## src/hw/rtl/cda_pkg.sv

```systemverilog
package cda_pkg;

  // Microprogram counter
  localparam int PcW = 4;
  typedef logic [PcW-1:0] pc_t;

  localparam logic [3:0] MonthsPerYear = 4'd12;

  // Item operation codes
  typedef enum logic [1:0] {
    OP_LOAD       = 2'd0,
    OP_ADD_DAYS   = 2'd1,
    OP_ADD_MONTHS = 2'd2,
    OP_ADD_YEARS  = 2'd3
  } op_t;

  // Datapath operation of one control word
  typedef enum logic [3:0] {
    A_NOP    = 4'd0,
    A_LOAD   = 4'd1,
    A_DADD   = 4'd2,
    A_LEAPA  = 4'd3,
    A_LEAPB  = 4'd4,
    A_DSTEP  = 4'd5,
    A_MDIV   = 4'd6,
    A_MAPPLY = 4'd7,
    A_YADD   = 4'd8,
    A_PUB    = 4'd9
  } alu_t;

  // Sequencing of one control word
  typedef enum logic [1:0] {
    C_NEXT    = 2'd0,
    C_JMP     = 2'd1,
    C_DAYLOOP = 2'd2,
    C_DONE    = 2'd3
  } cond_t;

  typedef struct packed {
    alu_t  alu;
    cond_t cond;
    pc_t   target;
  } uword_t;

  // Sequencer to datapath
  typedef struct packed {
    logic capture;
    alu_t alu;
  } ctrl_t;

  // Datapath to sequencer
  typedef struct packed {
    logic fits;
    logic dec;
  } stat_t;

  // Program addresses
  localparam pc_t S_LOAD  = 4'd0;
  localparam pc_t S_DADD  = 4'd1;
  localparam pc_t S_LEAP1 = 4'd2;
  localparam pc_t S_LEAP2 = 4'd3;
  localparam pc_t S_DLOOP = 4'd4;
  localparam pc_t S_RLEAP1 = 4'd5;
  localparam pc_t S_RLEAP2 = 4'd6;
  localparam pc_t S_MDIV  = 4'd7;
  localparam pc_t S_MAPPLY = 4'd8;
  localparam pc_t S_YADD  = 4'd9;
  localparam pc_t S_END   = 4'd10;

  // Control store
  function automatic uword_t urom(pc_t pc);
    uword_t w;
    unique case (pc)
      S_LOAD:   w = '{alu: A_LOAD,   cond: C_JMP,     target: S_END};
      S_DADD:   w = '{alu: A_DADD,   cond: C_NEXT,    target: S_END};
      S_LEAP1:  w = '{alu: A_LEAPA,  cond: C_NEXT,    target: S_END};
      S_LEAP2:  w = '{alu: A_LEAPB,  cond: C_NEXT,    target: S_END};
      S_DLOOP:  w = '{alu: A_DSTEP,  cond: C_DAYLOOP, target: S_END};
      S_RLEAP1: w = '{alu: A_LEAPA,  cond: C_NEXT,    target: S_END};
      S_RLEAP2: w = '{alu: A_LEAPB,  cond: C_JMP,     target: S_DLOOP};
      S_MDIV:   w = '{alu: A_MDIV,   cond: C_NEXT,    target: S_END};
      S_MAPPLY: w = '{alu: A_MAPPLY, cond: C_JMP,     target: S_END};
      S_YADD:   w = '{alu: A_YADD,   cond: C_JMP,     target: S_END};
      default:  w = '{alu: A_PUB,    cond: C_DONE,    target: S_END};
    endcase
    return w;
  endfunction

  // Entry point of each operation
  function automatic pc_t entry_of(op_t op);
    pc_t p;
    unique case (op)
      OP_LOAD:       p = S_LOAD;
      OP_ADD_DAYS:   p = S_DADD;
      OP_ADD_MONTHS: p = S_MDIV;
      OP_ADD_YEARS:  p = S_YADD;
      default:       p = S_END;
    endcase
    return p;
  endfunction

  // Month length; a month out of range counts as January
  function automatic logic [4:0] days_in(logic [3:0] m, logic leap);
    logic [4:0] d;
    case (m) inside
      4'd2:                    d = leap ? 5'd29 : 5'd28;
      4'd4, 4'd6, 4'd9, 4'd11: d = 5'd30;
      default:                 d = 5'd31;
    endcase
    return d;
  endfunction

endpackage

```

## src/hw/rtl/cda_if.sv

```systemverilog
interface cda_cmd_if;
  logic        valid;
  logic        ready;
  logic [1:0]  op;
  logic [15:0] load_year;
  logic [3:0]  load_month;
  logic [4:0]  load_day;
  logic [15:0] amount;

  modport source(output valid, output op, output load_year, output load_month,
                 output load_day, output amount, input ready);
  modport sink(input valid, input op, input load_year, input load_month,
               input load_day, input amount, output ready);
endinterface

interface cda_res_if;
  logic        valid;
  logic        ready;
  logic [15:0] cur_year;
  logic [3:0]  cur_month;
  logic [4:0]  cur_day;
  logic        year_wrapped;

  modport source(output valid, output cur_year, output cur_month, output cur_day,
                 output year_wrapped, input ready);
  modport sink(input valid, input cur_year, input cur_month, input cur_day,
               input year_wrapped, output ready);
endinterface

```

## src/hw/rtl/cda_seq.sv

```systemverilog
module cda_seq import cda_pkg::*; (
  input  logic       clk,
  input  logic       rst,
  input  logic       cmd_valid,
  input  logic [1:0] cmd_op,
  output logic       cmd_ready,
  input  logic       res_ready,
  output logic       res_valid,
  input  stat_t      stat,
  output ctrl_t      ctrl
);

  logic   busy;
  pc_t    pc;
  pc_t    pc_next;
  uword_t uw;
  logic   take;
  logic   stall;
  logic   finish;

  assign uw        = urom(pc);
  assign cmd_ready = !busy;
  assign take      = cmd_valid && !busy;
  // hold the final step while the previous word still waits at the output
  assign stall     = busy && (uw.cond == C_DONE) && res_valid && !res_ready;
  assign finish    = busy && (uw.cond == C_DONE) && !stall;

  // pick the next step
  always_comb begin
    pc_next = pc_t'(pc + 1'b1);
    case (uw.cond)
      C_JMP: pc_next = uw.target;
      C_DAYLOOP: begin
        if (stat.fits) begin
          pc_next = uw.target;
        end else if (!stat.dec) begin
          pc_next = pc;
        end
      end
      default: ;
    endcase
  end

  assign ctrl.capture = take;
  assign ctrl.alu     = (busy && !stall) ? uw.alu : A_NOP;

  always_ff @(posedge clk) begin
    if (rst) begin
      busy      <= 1'b0;
      pc        <= S_END;
      res_valid <= 1'b0;
    end else begin
      if (take) begin
        busy <= 1'b1;
        pc   <= entry_of(op_t'(cmd_op));
      end else if (busy && !stall) begin
        if (uw.cond == C_DONE) begin
          busy <= 1'b0;
        end else begin
          pc <= pc_next;
        end
      end
      // present the word, drop it once taken
      if (finish) begin
        res_valid <= 1'b1;
      end else if (res_ready) begin
        res_valid <= 1'b0;
      end
    end
  end

endmodule

```

## src/hw/rtl/cda_dpath.sv

```systemverilog
module cda_dpath import cda_pkg::*; #(
  parameter int YEAR_BITS   = 16,
  parameter int AMOUNT_BITS = 16
) (
  input  logic        clk,
  input  logic        rst,
  input  ctrl_t       ctrl,
  input  logic [15:0] load_year,
  input  logic [3:0]  load_month,
  input  logic [4:0]  load_day,
  input  logic [15:0] amount,
  output stat_t       stat,
  output logic [15:0] cur_year,
  output logic [3:0]  cur_month,
  output logic [4:0]  cur_day,
  output logic        year_wrapped
);

  localparam int AmtW = (AMOUNT_BITS < 16) ? AMOUNT_BITS : 16;
  localparam int SumW = ((YEAR_BITS > 16) ? YEAR_BITS : 16) + 1;

  // date state
  logic [YEAR_BITS-1:0] year_reg;
  logic [3:0]           month_reg;
  logic [16:0]          day_work;
  logic                 wrapped;
  logic                 leap;

  // captured word and scratch registers
  logic [AmtW-1:0] amt_q;
  logic [15:0]     ld_year;
  logic [3:0]      ld_month;
  logic [4:0]      ld_day;
  logic [13:0]     fold;
  logic [12:0]     quot;
  logic [16:0]     tot_q;

  // shared year adder
  logic [SumW-1:0]      yaddend;
  logic [SumW-1:0]      ysum;
  logic                 ycarry;
  logic [YEAR_BITS-1:0] year_new;

  always_comb begin
    case (ctrl.alu)
      A_MAPPLY: yaddend = SumW'(quot);
      A_YADD:   yaddend = SumW'(amt_q);
      default:  yaddend = SumW'(1);
    endcase
  end

  assign ysum     = SumW'(year_reg) + yaddend;
  assign ycarry   = |ysum[SumW-1:YEAR_BITS];
  assign year_new = ysum[YEAR_BITS-1:0];

  // month length and loop status
  logic [4:0] dim;
  assign dim       = days_in(month_reg, leap);
  assign stat.fits = day_work <= 17'(dim);
  assign stat.dec  = month_reg >= MonthsPerYear;

  // load clamping
  logic [3:0] ld_m_fix;
  logic [4:0] ld_d_fix;
  assign ld_m_fix = (ld_month == 4'd0) ? 4'd1 :
                    (ld_month > MonthsPerYear) ? MonthsPerYear : ld_month;
  assign ld_d_fix = (ld_day == 5'd0) ? 5'd1 : ld_day;

  // leap test, first fold: 256^k mod 25 is 1, 6, 11, 16
  logic [31:0] y32;
  logic [13:0] fold_next;
  assign y32       = 32'(year_reg);
  assign fold_next = 14'(y32[7:0]) + 14'(y32[15:8]) * 14'd6
                   + 14'(y32[23:16]) * 14'd11 + 14'(y32[31:24]) * 14'd16;

  // leap test, second fold and remainder by 25
  logic [8:0]  v2;
  logic [14:0] v2_prod;
  logic [4:0]  q25;
  logic [8:0]  r25;
  logic        leap_next;
  assign v2        = 9'(fold[7:0]) + 9'(fold[13:8]) * 9'd6;
  assign v2_prod   = 15'(v2) * 15'd41;
  assign q25       = v2_prod[14:10];
  assign r25       = v2 - 9'(q25) * 9'd25;
  assign leap_next = (y32[1:0] == 2'd0) && ((r25 != 9'd0) || (y32[3:0] == 4'd0));

  // months to add, split into years and month by twelve
  logic [16:0] total;
  logic [30:0] mprod;
  logic [16:0] rem;
  assign total = 17'(month_reg) - 17'd1 + 17'(amt_q);
  assign mprod = 31'(total[16:2]) * 31'(16'hAAAB);
  assign rem   = tot_q - ((17'(quot) << 3) + (17'(quot) << 2));

  // capture the incoming word
  always_ff @(posedge clk) begin
    if (ctrl.capture) begin
      amt_q    <= amount[AmtW-1:0];
      ld_year  <= load_year;
      ld_month <= load_month;
      ld_day   <= load_day;
    end
  end

  // scratch results
  always_ff @(posedge clk) begin
    if (ctrl.alu == A_LEAPA) begin
      fold <= fold_next;
    end
    if (ctrl.alu == A_MDIV) begin
      quot  <= mprod[29:17];
      tot_q <= total;
    end
  end

  // date state updates
  always_ff @(posedge clk) begin
    if (rst) begin
      year_reg  <= '0;
      month_reg <= 4'd1;
      day_work  <= 17'd1;
      wrapped   <= 1'b0;
      leap      <= 1'b1;
    end else begin
      if (ctrl.capture) begin
        wrapped <= 1'b0;
      end
      unique case (ctrl.alu)
        A_LOAD: begin
          year_reg  <= YEAR_BITS'(ld_year);
          month_reg <= ld_m_fix;
          day_work  <= 17'(ld_d_fix);
        end
        A_DADD: begin
          day_work <= day_work + 17'(amt_q);
        end
        A_LEAPB: begin
          leap <= leap_next;
        end
        A_DSTEP: begin
          if (!stat.fits) begin
            day_work <= day_work - 17'(dim);
            if (stat.dec) begin
              month_reg <= 4'd1;
              year_reg  <= year_new;
              wrapped   <= wrapped | ycarry;
            end else begin
              month_reg <= month_reg + 4'd1;
            end
          end
        end
        A_MAPPLY: begin
          month_reg <= rem[3:0] + 4'd1;
          year_reg  <= year_new;
          wrapped   <= ycarry;
        end
        A_YADD: begin
          year_reg <= year_new;
          wrapped  <= ycarry;
        end
        default: ;
      endcase
    end
  end

  // output word
  always_ff @(posedge clk) begin
    if (ctrl.alu == A_PUB) begin
      cur_year     <= 16'(year_reg);
      cur_month    <= month_reg;
      cur_day      <= day_work[4:0];
      year_wrapped <= wrapped;
    end
  end

endmodule

```

## src/hw/rtl/calendar_date_adder.sv

```systemverilog
// Steps: load runs load, then publish; add years runs the year add, then publish;
// add months the month divide and month apply, then publish; add days the day add,
// leap test, month step loop (one month a cycle, leap retest per year crossed), then publish.
// One word in flight; the next is accepted the cycle after its result is registered.
// Synchronous active-high reset sets the date to year 0, month 1, day 1.
module calendar_date_adder import cda_pkg::*; #(
  parameter int YEAR_BITS   = 16,
  parameter int AMOUNT_BITS = 16
) (
  input logic       clk,
  input logic       rst,
  cda_cmd_if.sink   cmd,
  cda_res_if.source res
);

  ctrl_t ctrl;
  stat_t stat;

  // step counter and control store
  cda_seq u_seq (
    .clk       (clk),
    .rst       (rst),
    .cmd_valid (cmd.valid),
    .cmd_op    (cmd.op),
    .cmd_ready (cmd.ready),
    .res_ready (res.ready),
    .res_valid (res.valid),
    .stat      (stat),
    .ctrl      (ctrl)
  );

  // date registers and arithmetic
  cda_dpath #(
    .YEAR_BITS   (YEAR_BITS),
    .AMOUNT_BITS (AMOUNT_BITS)
  ) u_dpath (
    .clk          (clk),
    .rst          (rst),
    .ctrl         (ctrl),
    .load_year    (cmd.load_year),
    .load_month   (cmd.load_month),
    .load_day     (cmd.load_day),
    .amount       (cmd.amount),
    .stat         (stat),
    .cur_year     (res.cur_year),
    .cur_month    (res.cur_month),
    .cur_day      (res.cur_day),
    .year_wrapped (res.year_wrapped)
  );

endmodule
```

## src/flat_wrapper.sv

```systemverilog
// flat-port wrapper written by rule: the top's interface ports become plain ports
module calendar_date_adder_flat import cda_pkg::*;
#(
  parameter int YEAR_BITS   = 16,
  parameter int AMOUNT_BITS = 16
)
  (clk, rst, cmd_valid, cmd_op, cmd_load_year, cmd_load_month, cmd_load_day, cmd_amount, cmd_ready, res_valid, res_cur_year, res_cur_month, res_cur_day, res_year_wrapped, res_ready);
  cda_cmd_if cmd_i ();
  cda_res_if res_i ();
  input logic clk;
  input logic rst;
  input wire logic [$bits(cmd_i.valid)-1:0] cmd_valid;
  input wire logic [$bits(cmd_i.op)-1:0] cmd_op;
  input wire logic [$bits(cmd_i.load_year)-1:0] cmd_load_year;
  input wire logic [$bits(cmd_i.load_month)-1:0] cmd_load_month;
  input wire logic [$bits(cmd_i.load_day)-1:0] cmd_load_day;
  input wire logic [$bits(cmd_i.amount)-1:0] cmd_amount;
  output wire logic [$bits(cmd_i.ready)-1:0] cmd_ready;
  output wire logic [$bits(res_i.valid)-1:0] res_valid;
  output wire logic [$bits(res_i.cur_year)-1:0] res_cur_year;
  output wire logic [$bits(res_i.cur_month)-1:0] res_cur_month;
  output wire logic [$bits(res_i.cur_day)-1:0] res_cur_day;
  output wire logic [$bits(res_i.year_wrapped)-1:0] res_year_wrapped;
  input wire logic [$bits(res_i.ready)-1:0] res_ready;
  assign cmd_i.valid = cmd_valid;
  assign cmd_i.op = cmd_op;
  assign cmd_i.load_year = cmd_load_year;
  assign cmd_i.load_month = cmd_load_month;
  assign cmd_i.load_day = cmd_load_day;
  assign cmd_i.amount = cmd_amount;
  assign cmd_ready = cmd_i.ready;
  assign res_valid = res_i.valid;
  assign res_cur_year = res_i.cur_year;
  assign res_cur_month = res_i.cur_month;
  assign res_cur_day = res_i.cur_day;
  assign res_year_wrapped = res_i.year_wrapped;
  assign res_i.ready = res_ready;
  calendar_date_adder #(.YEAR_BITS(YEAR_BITS), .AMOUNT_BITS(AMOUNT_BITS)) u_core (.clk(clk), .rst(rst), .cmd(cmd_i), .res(res_i));
endmodule
```

## config.mk

```make
export PLATFORM = sky130hd
export DESIGN_NAME = calendar_date_adder_flat
export DESIGN_NICKNAME = d
export VERILOG_FILES = /design/src/hw/rtl/cda_pkg.sv /design/src/hw/rtl/cda_if.sv /design/src/hw/rtl/cda_seq.sv /design/src/hw/rtl/cda_dpath.sv /design/src/hw/rtl/calendar_date_adder.sv /design/src/flat_wrapper.sv
export SDC_FILE = /design/constraint.sdc
export NUM_CORES = 1
export LEC_CHECK = 0
export BUFFER_PORTS_ARGS = -buffer_cell sky130_fd_sc_hd__buf_2
export CORE_MARGIN = 1.5
export CORE_UTILIZATION = 60
export CTS_BUF_LIST = sky130_fd_sc_hd__clkbuf_4 sky130_fd_sc_hd__clkbuf_8 sky130_fd_sc_hd__clkbuf_16
export CTS_CLUSTER_DIAMETER = 50
export DETAILED_ROUTE_END_ITERATION = 6
export PLACE_DENSITY = 0.81
export SETUP_SLACK_MARGIN = 0.15
export SYNTH_ARGS = -nofsm -noshare
export SYNTH_HDL_FRONTEND = slang
export SYNTH_HIERARCHICAL = 1
export SYNTH_SLANG_ARGS = --single-unit
```

## constraint.sdc

```tcl
create_clock -name clk -period 24.1 [get_ports clk]
set_input_delay 4.82 -clock clk [delete_from_list [all_inputs] [get_ports clk]]
set_output_delay 4.82 -clock clk [all_outputs]
set_load 0.02 [all_outputs]
```

### Word level (Yosys, flattened, before mapping)

Memory sizes are Yosys's and may differ from the RTL's. A register that Yosys moved wholly into a read port is not among the register bits.
Index checks and enable logic that the tools add are counted.
Widths: inputs -> output; s select.

* register bits: 143
* bits in read-only memories: 144
* output and inout port bits: 28
* memories: 1

Memory list
* (no name shown): depth 16, bits a word 9, rd ports 1, clocked after Yosys merged registers in 1, write ports 0, line cda_pkg.sv:73 `unique case (pc)`

* $add $sub $neg: 13
* multiply operators: 5
* order comparisons: 3
* equality and inequality tests: 24
* mux-type cells: 34
* bitwise gates (word level): 1
* reduce and logical (&&, ||, !) cells: 30

Operators with widths (count)
* $pmux 17 s3: 1
* $mux 4: 12
* $pmux 16 s3: 1
* $add 17x16->17: 2
* $mux 16: 2
* $pmux 16 s2: 1
* $mul 15x16->30 const B: 1
* $eq 4x3->1 const B: 6
* $add 16x16->17: 1
* $le 17x5->1: 1
* $mux 17: 1
* $sub 17x5->17: 1
* $eq 4x4->1 const B: 4
* $pmux 4 s4: 1
* $mul 9x6->15 const B: 1
* $add 4x1->4 const B: 3
* $add 8x11->12: 1
* $eq 4x2->1 const B: 3
* $pmux 4 s3: 1
* $mul 8x2->10 const B: 1
* $mux 1: 10
* $add 8x9->9: 1
* $mul 5x5->9 const B: 1
* $reduce_bool 3->1: 3
* other kinds (30): 50

### Logic depth before layout (Yosys ltp)

Gate-level depths: netlist (run 1).

* word-level depth: 14
* mapped depth: 35
* mapped depth without buffers: 35

### Cells and area by module

The synthesis (run 1) kept the hierarchy.

By module, submodules not included
* cda_dpath: instances 1, cells an instance 1376, area each 13578.0 sq um
* cda_seq: instances 1, cells an instance 100, area each 869.6 sq um

### Least setup slack after synthesis (run 1)

OpenSTA, ideal clock, no wires.

* path type: in2reg
* start: input port res_ready
* end: register u_core.u_dpath.year_reg[14]
* data arrival time: 8137 ps
* required time: 23978 ps
* slack: 15841 ps
* stages on the path: 18
* path through: nor2b_1 -> nand2_1 -> and3_1 -> buf_2 -> nor3_2 -> clkbuf_1 -> o21ai_0 -> ha_1 -> inv_1 -> fa_1 -> nor2b_1 -> o21a_1 -> o21ai_0 -> a211oi_1 -> o311ai_0 -> a211oi_1 -> a211oi_1 -> a21oi_1

RTL lines
* from (decl): line flat_wrapper.sv:24 `input wire logic [$bits(res_i.ready)-1:0] res_ready;`
* to (signal assigned): line cda_dpath.sv:131 `year_reg <= YEAR_BITS'(ld_year);`
* to (signal assigned): line cda_dpath.sv:146 `year_reg <= year_new;`
* to (signal assigned): line cda_dpath.sv:155 `year_reg <= year_new;`
* to (decl): line cda_dpath.sv:23 `logic [YEAR_BITS-1:0] year_reg;`

### Worst setup path after layout (run 1)

* start: register u_core.u_dpath.month_reg[0]
* end: register u_core.u_dpath.quot[9] (data pin)

* longest elaborated chain between the ends: 3

Ends and longest elaborated chain
* from (decl): line cda_dpath.sv:24 `logic [3:0] month_reg;`
* from (signal assigned): line cda_dpath.sv:132 `month_reg <= ld_m_fix;`
* from (signal assigned): line cda_dpath.sv:149 `month_reg <= month_reg + 4'd1;`
* from (signal assigned): line cda_dpath.sv:154 `month_reg <= rem[3:0] + 4'd1;`
* $sub 4x1->5: line cda_dpath.sv:92 `assign total = 17'(month_reg) - 17'd1 + 17'(amt_q);`
* $add 17x16->17: line cda_dpath.sv:92
* $mul 15x16->30: line cda_dpath.sv:93 `assign mprod = 31'(total[16:2]) * 31'(16'hAAAB);`
* net u_core.u_dpath.mprod[26]: line cda_dpath.sv:90 `logic [30:0] mprod;`
* to (signal assigned): line cda_dpath.sv:112 `quot <= mprod[29:17];`
* to (decl): line cda_dpath.sv:35 `logic [12:0] quot;`

The timed path passes the listed nets, and every way through them passes these cells.
A chain may end at the register's enable or synchronous reset.

==> results.json, run 1 <==
{
  "outcome": "completed",
  "finalWeightedCongestion": 0.9348,
  "start_util_pct": 61.37,
  "clockRootBuffer": "clkbuf_16",
  "synth-edff-count": 96,
  "path_clk_slew_ps": 60,
  "postCtsSetupBuffers": 0,
  "drtIter0Drc": 772,
  "synth_cell_type_count": 85,
  "nets": 1912,
  "multi_input_area_mm2": 0.009603,
  "setup_viol": 0,
  "grt_pass1_wl_um": 53450,
  "rsz0062_at_grt": "false",
  "num_antenna_cells": 0,
  "holdBufCountCts": 0,
  "drt_wl_total_um": 32580,
  "cts_num_sinks": 149,
  "drt_pass1_iterations": 5,
  "dp_cells": 1846,
  "cp_top_family": "adder cells",
  "drive_gt1_share_pct": 10.07,
  "required_ps": 24350,
  "dieArea_mm2": 0.02502,
  "period_minus_slack_ps": 8956,
  "die_x_um": 158.2,
  "async_reset_ff_share_pct": 0,
  "die_h_um": 158.2,
  "hold_violations": 0,
  "synth_ff_type": "edfxtp_1",
  "grt_max_degree": 45,
  "synth_top_cell_by_area": "ha_1",
  "syn_nets": 1842,
  "vias": 11139,
  "synth.avg_cell_area_um2": 9.788,
  "critPathMaxFanout": 13,
  "path_class": "flip-flop to flip-flop",
  "antenna_found_initial": 0,
  "cpPeakStageDelay_ps": 560,
  "cts_tree": "yes",
  "grt_overflow": 0,
  "detail-route-antenna-nets": 0,
  "stdcell_count": 1878,
  "ctsHtreeMaxLevel": 4,
  "port-buffer-count": 74,
  "final_max_slew_viol_count": 0,
  "finalClockSkew_ps": 11.77,
  "netlist_top_cells_area": "ha_1 (21%), edfxtp_1 (20%), fa_1 (11%)",
  "tightest_slew_ps": 1013,
  "relSlewSlack_pct": 32.14,
  "ys_ff_latch": 149,
  "clockBufferDepth": 2,
  "path_buf_inv": 5,
  "ioPinCount": 75,
  "crit_slowest_cell": "fa_1",
  "largest_register_ffs": 17,
  "syn_inst": 1476,
  "max_freq_mhz": 111.7,
  "syn-cell-area_mm2": 0.01445,
  "track_usage_pct": 27.28,
  "yosysSeqAreaShare_pct": 27.30,
  "drc": 0,
  "postCtsResizedCells": 0,
  "end_kind": "flip-flop",
  "crit_path_start_kind": "flip-flop",
  "insertion_delay_ps": 430,
  "finalCritPeriodShare_pct": 37.16,
  "fill_cells": 1849,
  "cts_buffers": 17,
  "synth_top_area_share_pct": 20.87,
  "dpl.hpwl_um": 25930,
  "grt_pass1_vias": 11141,
  "syn2layout_area_growth_pct": 9.197,
  "min_path_type": "flip-flop to flip-flop",
  "vias_per_cell": 5.931,
  "cap_violations": 0,
  "largest_register": "u_core/u_dpath/day_work",
  "ys_warn_count": 6,
  "pre_cts_ws_ps": 14950,
  "tns_ps": 0,
  "cp.arrival_ps": 9200,
  "seq_area_mm2": 0.003944,
  "core_mm2": 0.02354,
  "core.rowCount": 56,
  "worst_slack_ps": 15140,
  "wl_per_cell_um": 17.35
}
-- final cells by class --
cell class | instances | share of cell area [%]
tap | 319 | 2.530
clock inverter | 14 | 1.396
multi-input combinational | 1097 | 60.87
clock buffer | 18 | 2.744
inverter | 199 | 4.735
timing repair buffer | 82 | 2.728
sequential | 149 | 25.00
-- cell usage after synthesis (10+ instances only) --
master / number
a211oi_1: 14
a21o_1: 33
a21oi_1: 78
a22o_1: 12
a31oi_1: 12
and3_1: 16
clkbuf_1: 22
dfxtp_1: 53
edfxtp_1: 96
fa_1: 78
ha_1: 241
inv_1: 198
nand2_1: 70
nand2b_1: 11
nand3_1: 28
nor2_1: 101
nor2b_1: 15
nor3_1: 27
o211ai_1: 10
o21a_1: 15
o21ai_0: 55
o21bai_1: 15
or3_1: 16
xnor2_1: 51
xor2_1: 42
-- cells by family (layout without fill, tap and decap cells) --
kind of cell / count (synthesis) / in the layout / share of synthesized area [%]
and+or+nand+nor: 342 / 342 / 11.96
AOI/OAI and AO/OA: 336 / 336 / 16.65
adders and majority gates: 319 / 319 / 31.68
buffers and inverters: 230 / 313 / 6.287
DFF: 149 / 149 / 27.30
xor gates and xnor gates: 93 / 93 / 5.638
muxes: 7 / 7 / 0.4850
-- worst register-to-register path: cells and delay by family, from the launching register on --
family | cells | cell delay [ps]
adders and majority gates | 9 | 3930
AOI/OAI and AO/OA | 11 | 2760
and+or+nand+nor | 4 | 680
DFF | 1 | 480
buffers and inverters | 5 | 470
xor gates and xnor gates | 1 | 450
-- path summary, 6_finish.rpt --
kind                                            start                                  end  slack (ps)  depth (start not counted)
min reg2reg   u_core/u_dpath/day_work[0]$_SDFFE_PP1P_  u_core/u_dpath/cur_day[0]$_DFFE_PN_         510                          0
max reg2reg  u_core/u_dpath/month_reg[0]$_SDFFE_PP1P_     u_core/u_dpath/quot[9]$_DFFE_PN_       15140                         30
min           u_core/u_dpath/day_work[0]$_SDFFE_PP1P_  u_core/u_dpath/cur_day[0]$_DFFE_PN_         510                          0
max          u_core/u_dpath/month_reg[0]$_SDFFE_PP1P_     u_core/u_dpath/quot[9]$_DFFE_PN_       15140                         30
-- metal layers --
metal	vias up	wire, µm	global-route usage [%]
met4	0	977	10.86
met2	345	15860	46.91
li1	5401	-	-
met3	91	1804	4.270
met5	-	0	0
met1	5302	13940	34.28
-- layout by cell type (no fill, tap or decap), types with 16 or more instances in the layout --
cell type  count
ha_1         241
inv_1        197
nor2_1       100
edfxtp_1      96
a21oi_1       78
fa_1          78
buf_2         74
nand2_1       70
o21ai_0       55
dfxtp_1       53
xnor2_1       51
xor2_1        42
a21o_1        33
nand3_1       28
nor3_1        27
clkbuf_16     17
and3_1        16
or3_1         16
-- metrics by stage --
step | hold slack, ps | cell area (µm²) | util (%)
2_1_floorplan | 406.4 | 14450 | -
3_3_place_gp | 495.2 | 15120 | 64.24
3_5_place_dp | 499.8 | 15120 | 64.24
4_1_cts | 510.2 | 15780 | 67.01
5_1_grt | 532.9 | 15780 | 67.01
6_report | 512.6 | 15780 | 67.01
Power of run 1 is left out: the tool's default activity adds up to more than one toggle a clock period on the data nets, which glitch-free logic cannot reach.
==> inputs of run 2 (changes only) <==
--- a/config.mk
+++ b/config.mk
@@ -5,13 +5,14 @@
 export SDC_FILE = /design/constraint.sdc
 export NUM_CORES = 1
 export LEC_CHECK = 0
+export ABC_AREA = 1
 export BUFFER_PORTS_ARGS = -buffer_cell sky130_fd_sc_hd__buf_2
 export CORE_MARGIN = 1.5
-export CORE_UTILIZATION = 60
+export CORE_UTILIZATION = 58
 export CTS_BUF_LIST = sky130_fd_sc_hd__clkbuf_4 sky130_fd_sc_hd__clkbuf_8 sky130_fd_sc_hd__clkbuf_16
 export CTS_CLUSTER_DIAMETER = 50
 export DETAILED_ROUTE_END_ITERATION = 6
-export PLACE_DENSITY = 0.81
+export PLACE_DENSITY = 0.82
 export SETUP_SLACK_MARGIN = 0.15
 export SYNTH_ARGS = -nofsm -noshare
 export SYNTH_HDL_FRONTEND = slang
==> constraint.sdc (replaced) <==
create_clock -name clk -period 7.7 [get_ports clk]
set_input_delay 1.54 -clock clk [delete_from_list [all_inputs] [get_ports clk]]
set_output_delay 1.54 -clock clk [all_outputs]
set_load 0.02 [all_outputs]
==> results.json, run 2 <==
{
  "ys_ff_latch": 149,
  "syn_inst": 1853,
  "outcome": "completed",
  "cts_num_sinks": 149,
  "cp.arrival_ps": 7710,
  "antenna_found_initial": 0,
  "insertion_delay_ps": 440,
  "port-buffer-count": 74,
  "synth.avg_cell_area_um2": 8.261,
  "track_usage_pct": 29.28,
  "detail-route-antenna-nets": 0,
  "ys_warn_count": 6,
  "syn_nets": 2219,
  "startpoint": "u_core/u_dpath/fold[9]$_DFFE_PN_",
  "core_mm2": 0.02598,
  "grt_overflow": 0,
  "synth-edff-count": 96,
  "yosysSeqAreaShare_pct": 25.76,
  "synth_ff_type": "edfxtp_1",
  "synth_common_cells": "nand2_1 (325), inv_1 (322), ha_1 (241), a21oi_1 (125), nor2_1 (113)",
  "crit_slowest_cell": "fa_2",
  "min-delay-start": "u_core/u_dpath/wrapped$_SDFF_PP0_",
  "max_freq_mhz": 135.5,
  "dpl-instance-area_mm2": 0.01606,
  "dp_cells": 2254,
  "synth_top_cell_by_area": "ha_1",
  "critPathMaxFanout": 3,
  "finalWeightedCongestion": 0.9536,
  "wl_per_cell_um": 17.16,
  "finalClockSkew_ps": 16.89,
  "required_ps": 8030,
  "cap_violations": 0,
  "netlist_top_cells_area": "ha_1 (20%), edfxtp_1 (19%), fa_1 (10%)",
  "relSlewSlack_pct": 23.24,
  "synth_most_common_cell": "nand2_1",
  "vias_per_cell": 5.693,
  "drc": 0,
  "end_kind": "flip-flop",
  "cpPeakStageDelay_ps": 510,
  "fill_cells": 2039,
  "drive_gt1_share_pct": 15.01,
  "dieArea_mm2": 0.02738,
  "drt_pass1_iterations": 7,
  "die_x_um": 165.5,
  "core.rowCount": 59,
  "crit_path_start_kind": "flip-flop",
  "path_clk_slew_ps": 70,
  "grt_max_degree": 46,
  "clockBufferDepth": 2,
  "tightest_slew_ps": 1150,
  "synth_top_area_share_pct": 19.70,
  "finalCritPeriodShare_pct": 95.82,
  "period_minus_slack_ps": 7378,
  "final_max_slew_viol_count": 0,
  "dpl.hpwl_um": 30920,
  "stdcell_count": 2307,
  "num_antenna_cells": 0,
  "holdBufCountCts": 0,
  "grt_pass1_wl_um": 62180,
  "vias": 13133,
  "crit_path_frequent_cell": "inv_1",
  "syn2layout_area_growth_pct": 12.67,
  "largest_register_ffs": 17,
  "r2r_start": "u_core/u_dpath/fold[9]$_DFFE_PN_",
  "async_reset_ff_share_pct": 0,
  "ctsHtreeMaxLevel": 4,
  "path_class": "flip-flop to flip-flop",
  "hold_violations": 0,
  "cts_buffers": 17,
  "start_util_pct": 58.91,
  "grt_pass1_vias": 12614,
  "synth_cell_type_count": 56,
  "drt_wl_total_um": 39590,
  "syn-cell-area_mm2": 0.01531,
  "min_path_type": "flip-flop to flip-flop",
  "cts_tree": "yes",
  "ioPinCount": 75,
  "setup_viol": 0,
  "nets": 2325,
  "largest_register": "u_core/u_dpath/day_work",
  "clockRootBuffer": "clkbuf_16",
  "design_area_mm2": 0.01725,
  "die_h_um": 165.5,
  "layout_common_cells": "inv_1 (317), nand2_1 (317), ha_1 (225)",
  "drtIter0Drc": 1126
}
-- run 2: changes by cell type in the layout (fill, tap and decap cells not counted), sizes merged, moves of 15 or more --
| cell | delta |
|---|---|
| o21ai | +52 |
| nand3 | +57 |
| buf | +22 |
| xnor2 | -29 |
| nor2 | +27 |
| a21o | -24 |
| nand2 | +276 |
| a21oi | +55 |
| nor2b | -15 |
| or3 | -16 |
| inv | +142 |
-- run 2: layout make-up --
type / instances / area, µm² / share of cell area [%]
Multi-Input combinational cell: 1344 / 10350 / 59.99
Sequential cell: 149 / 3950 / 22.90
Inverter: 342 / 1295 / 7.508
Timing Repair Buffer: 104 / 595.6 / 3.453
Clock buffer: 17 / 425.4 / 2.466
Tap cell: 335 / 419.2 / 2.430
Clock inverter: 15 / 207.7 / 1.204
Timing Repair inverter: 1 / 7.507 / 0.04353
-- run 2: repair_timing --
action / CTS / global route
cloned: 1 / 0
setup buffers: 1 / 19
pin swaps: 0 / 30
resized for setup: 6 / 73
endpoints found under the setup margin: 8 / 14
endpoints found under the hold margin: 0 / 0
-- run 2: critical path, delay by kind of cell (launching register included) --
kind            cells  cell delay, ps
buf+inv             8             600
fa+ha+maj          10            3100
flops               1             380
xor+xnor            3             520
compound gates      7            1320
simple gates       15            1380
-- run 2: routing by layer --
metal  GRT usage (%)  part of all wire, %  up-vias
met5               0                    0        -
li1                -                    -     6360
met4           11.69                  4.4        0
met1           37.25                   42     6166
met3           4.096                  5.8      119
met2           50.11                   47      488
-- run 2: cells by family after synthesis --
family	share of synthesized area, %
adder cells (fa/ha/maj)	29.90
buffers and inverters	9.211
XOR/XNOR	4.119
flip-flops	25.76
AO/OA/AOI/OAI	13.13
AND/OR/NAND/NOR	17.88
-- run 2: worst paths after layout --
| check | endpoint | slack (ps) | cells past startpoint |
|---|---|---|---|
| setup / recovery | u_core/u_dpath/leap$_SDFFE_PP1N_ | 320 | 43 |
| hold reg to reg | u_core/u_dpath/year_wrapped$_DFFE_PN_ | 460 | 0 |
| setup reg to reg | u_core/u_dpath/leap$_SDFFE_PP1N_ | 320 | 43 |
| hold / removal | u_core/u_dpath/year_wrapped$_DFFE_PN_ | 460 | 0 |
-- run 2: metrics by stage --
| step | setup TNS [ps] | worst slack [ps] | hold WS (ps) | util (%) |
|---|---|---|---|---|
| finish | 0 | 322.0 | 459.1 | 66.38 |
| global route | -78.12 | -78.12 | 473.4 | 66.38 |
| CTS | 0 | 153.9 | 452.5 | 64.36 |
| detailed placement | 0 | 76.51 | 435.0 | 61.80 |
| global placement | 0 | 300.5 | 434.5 | 61.80 |
| floorplan | 0 | 841.9 | 402.9 | - |
Power of run 2 is left out for the same reason.
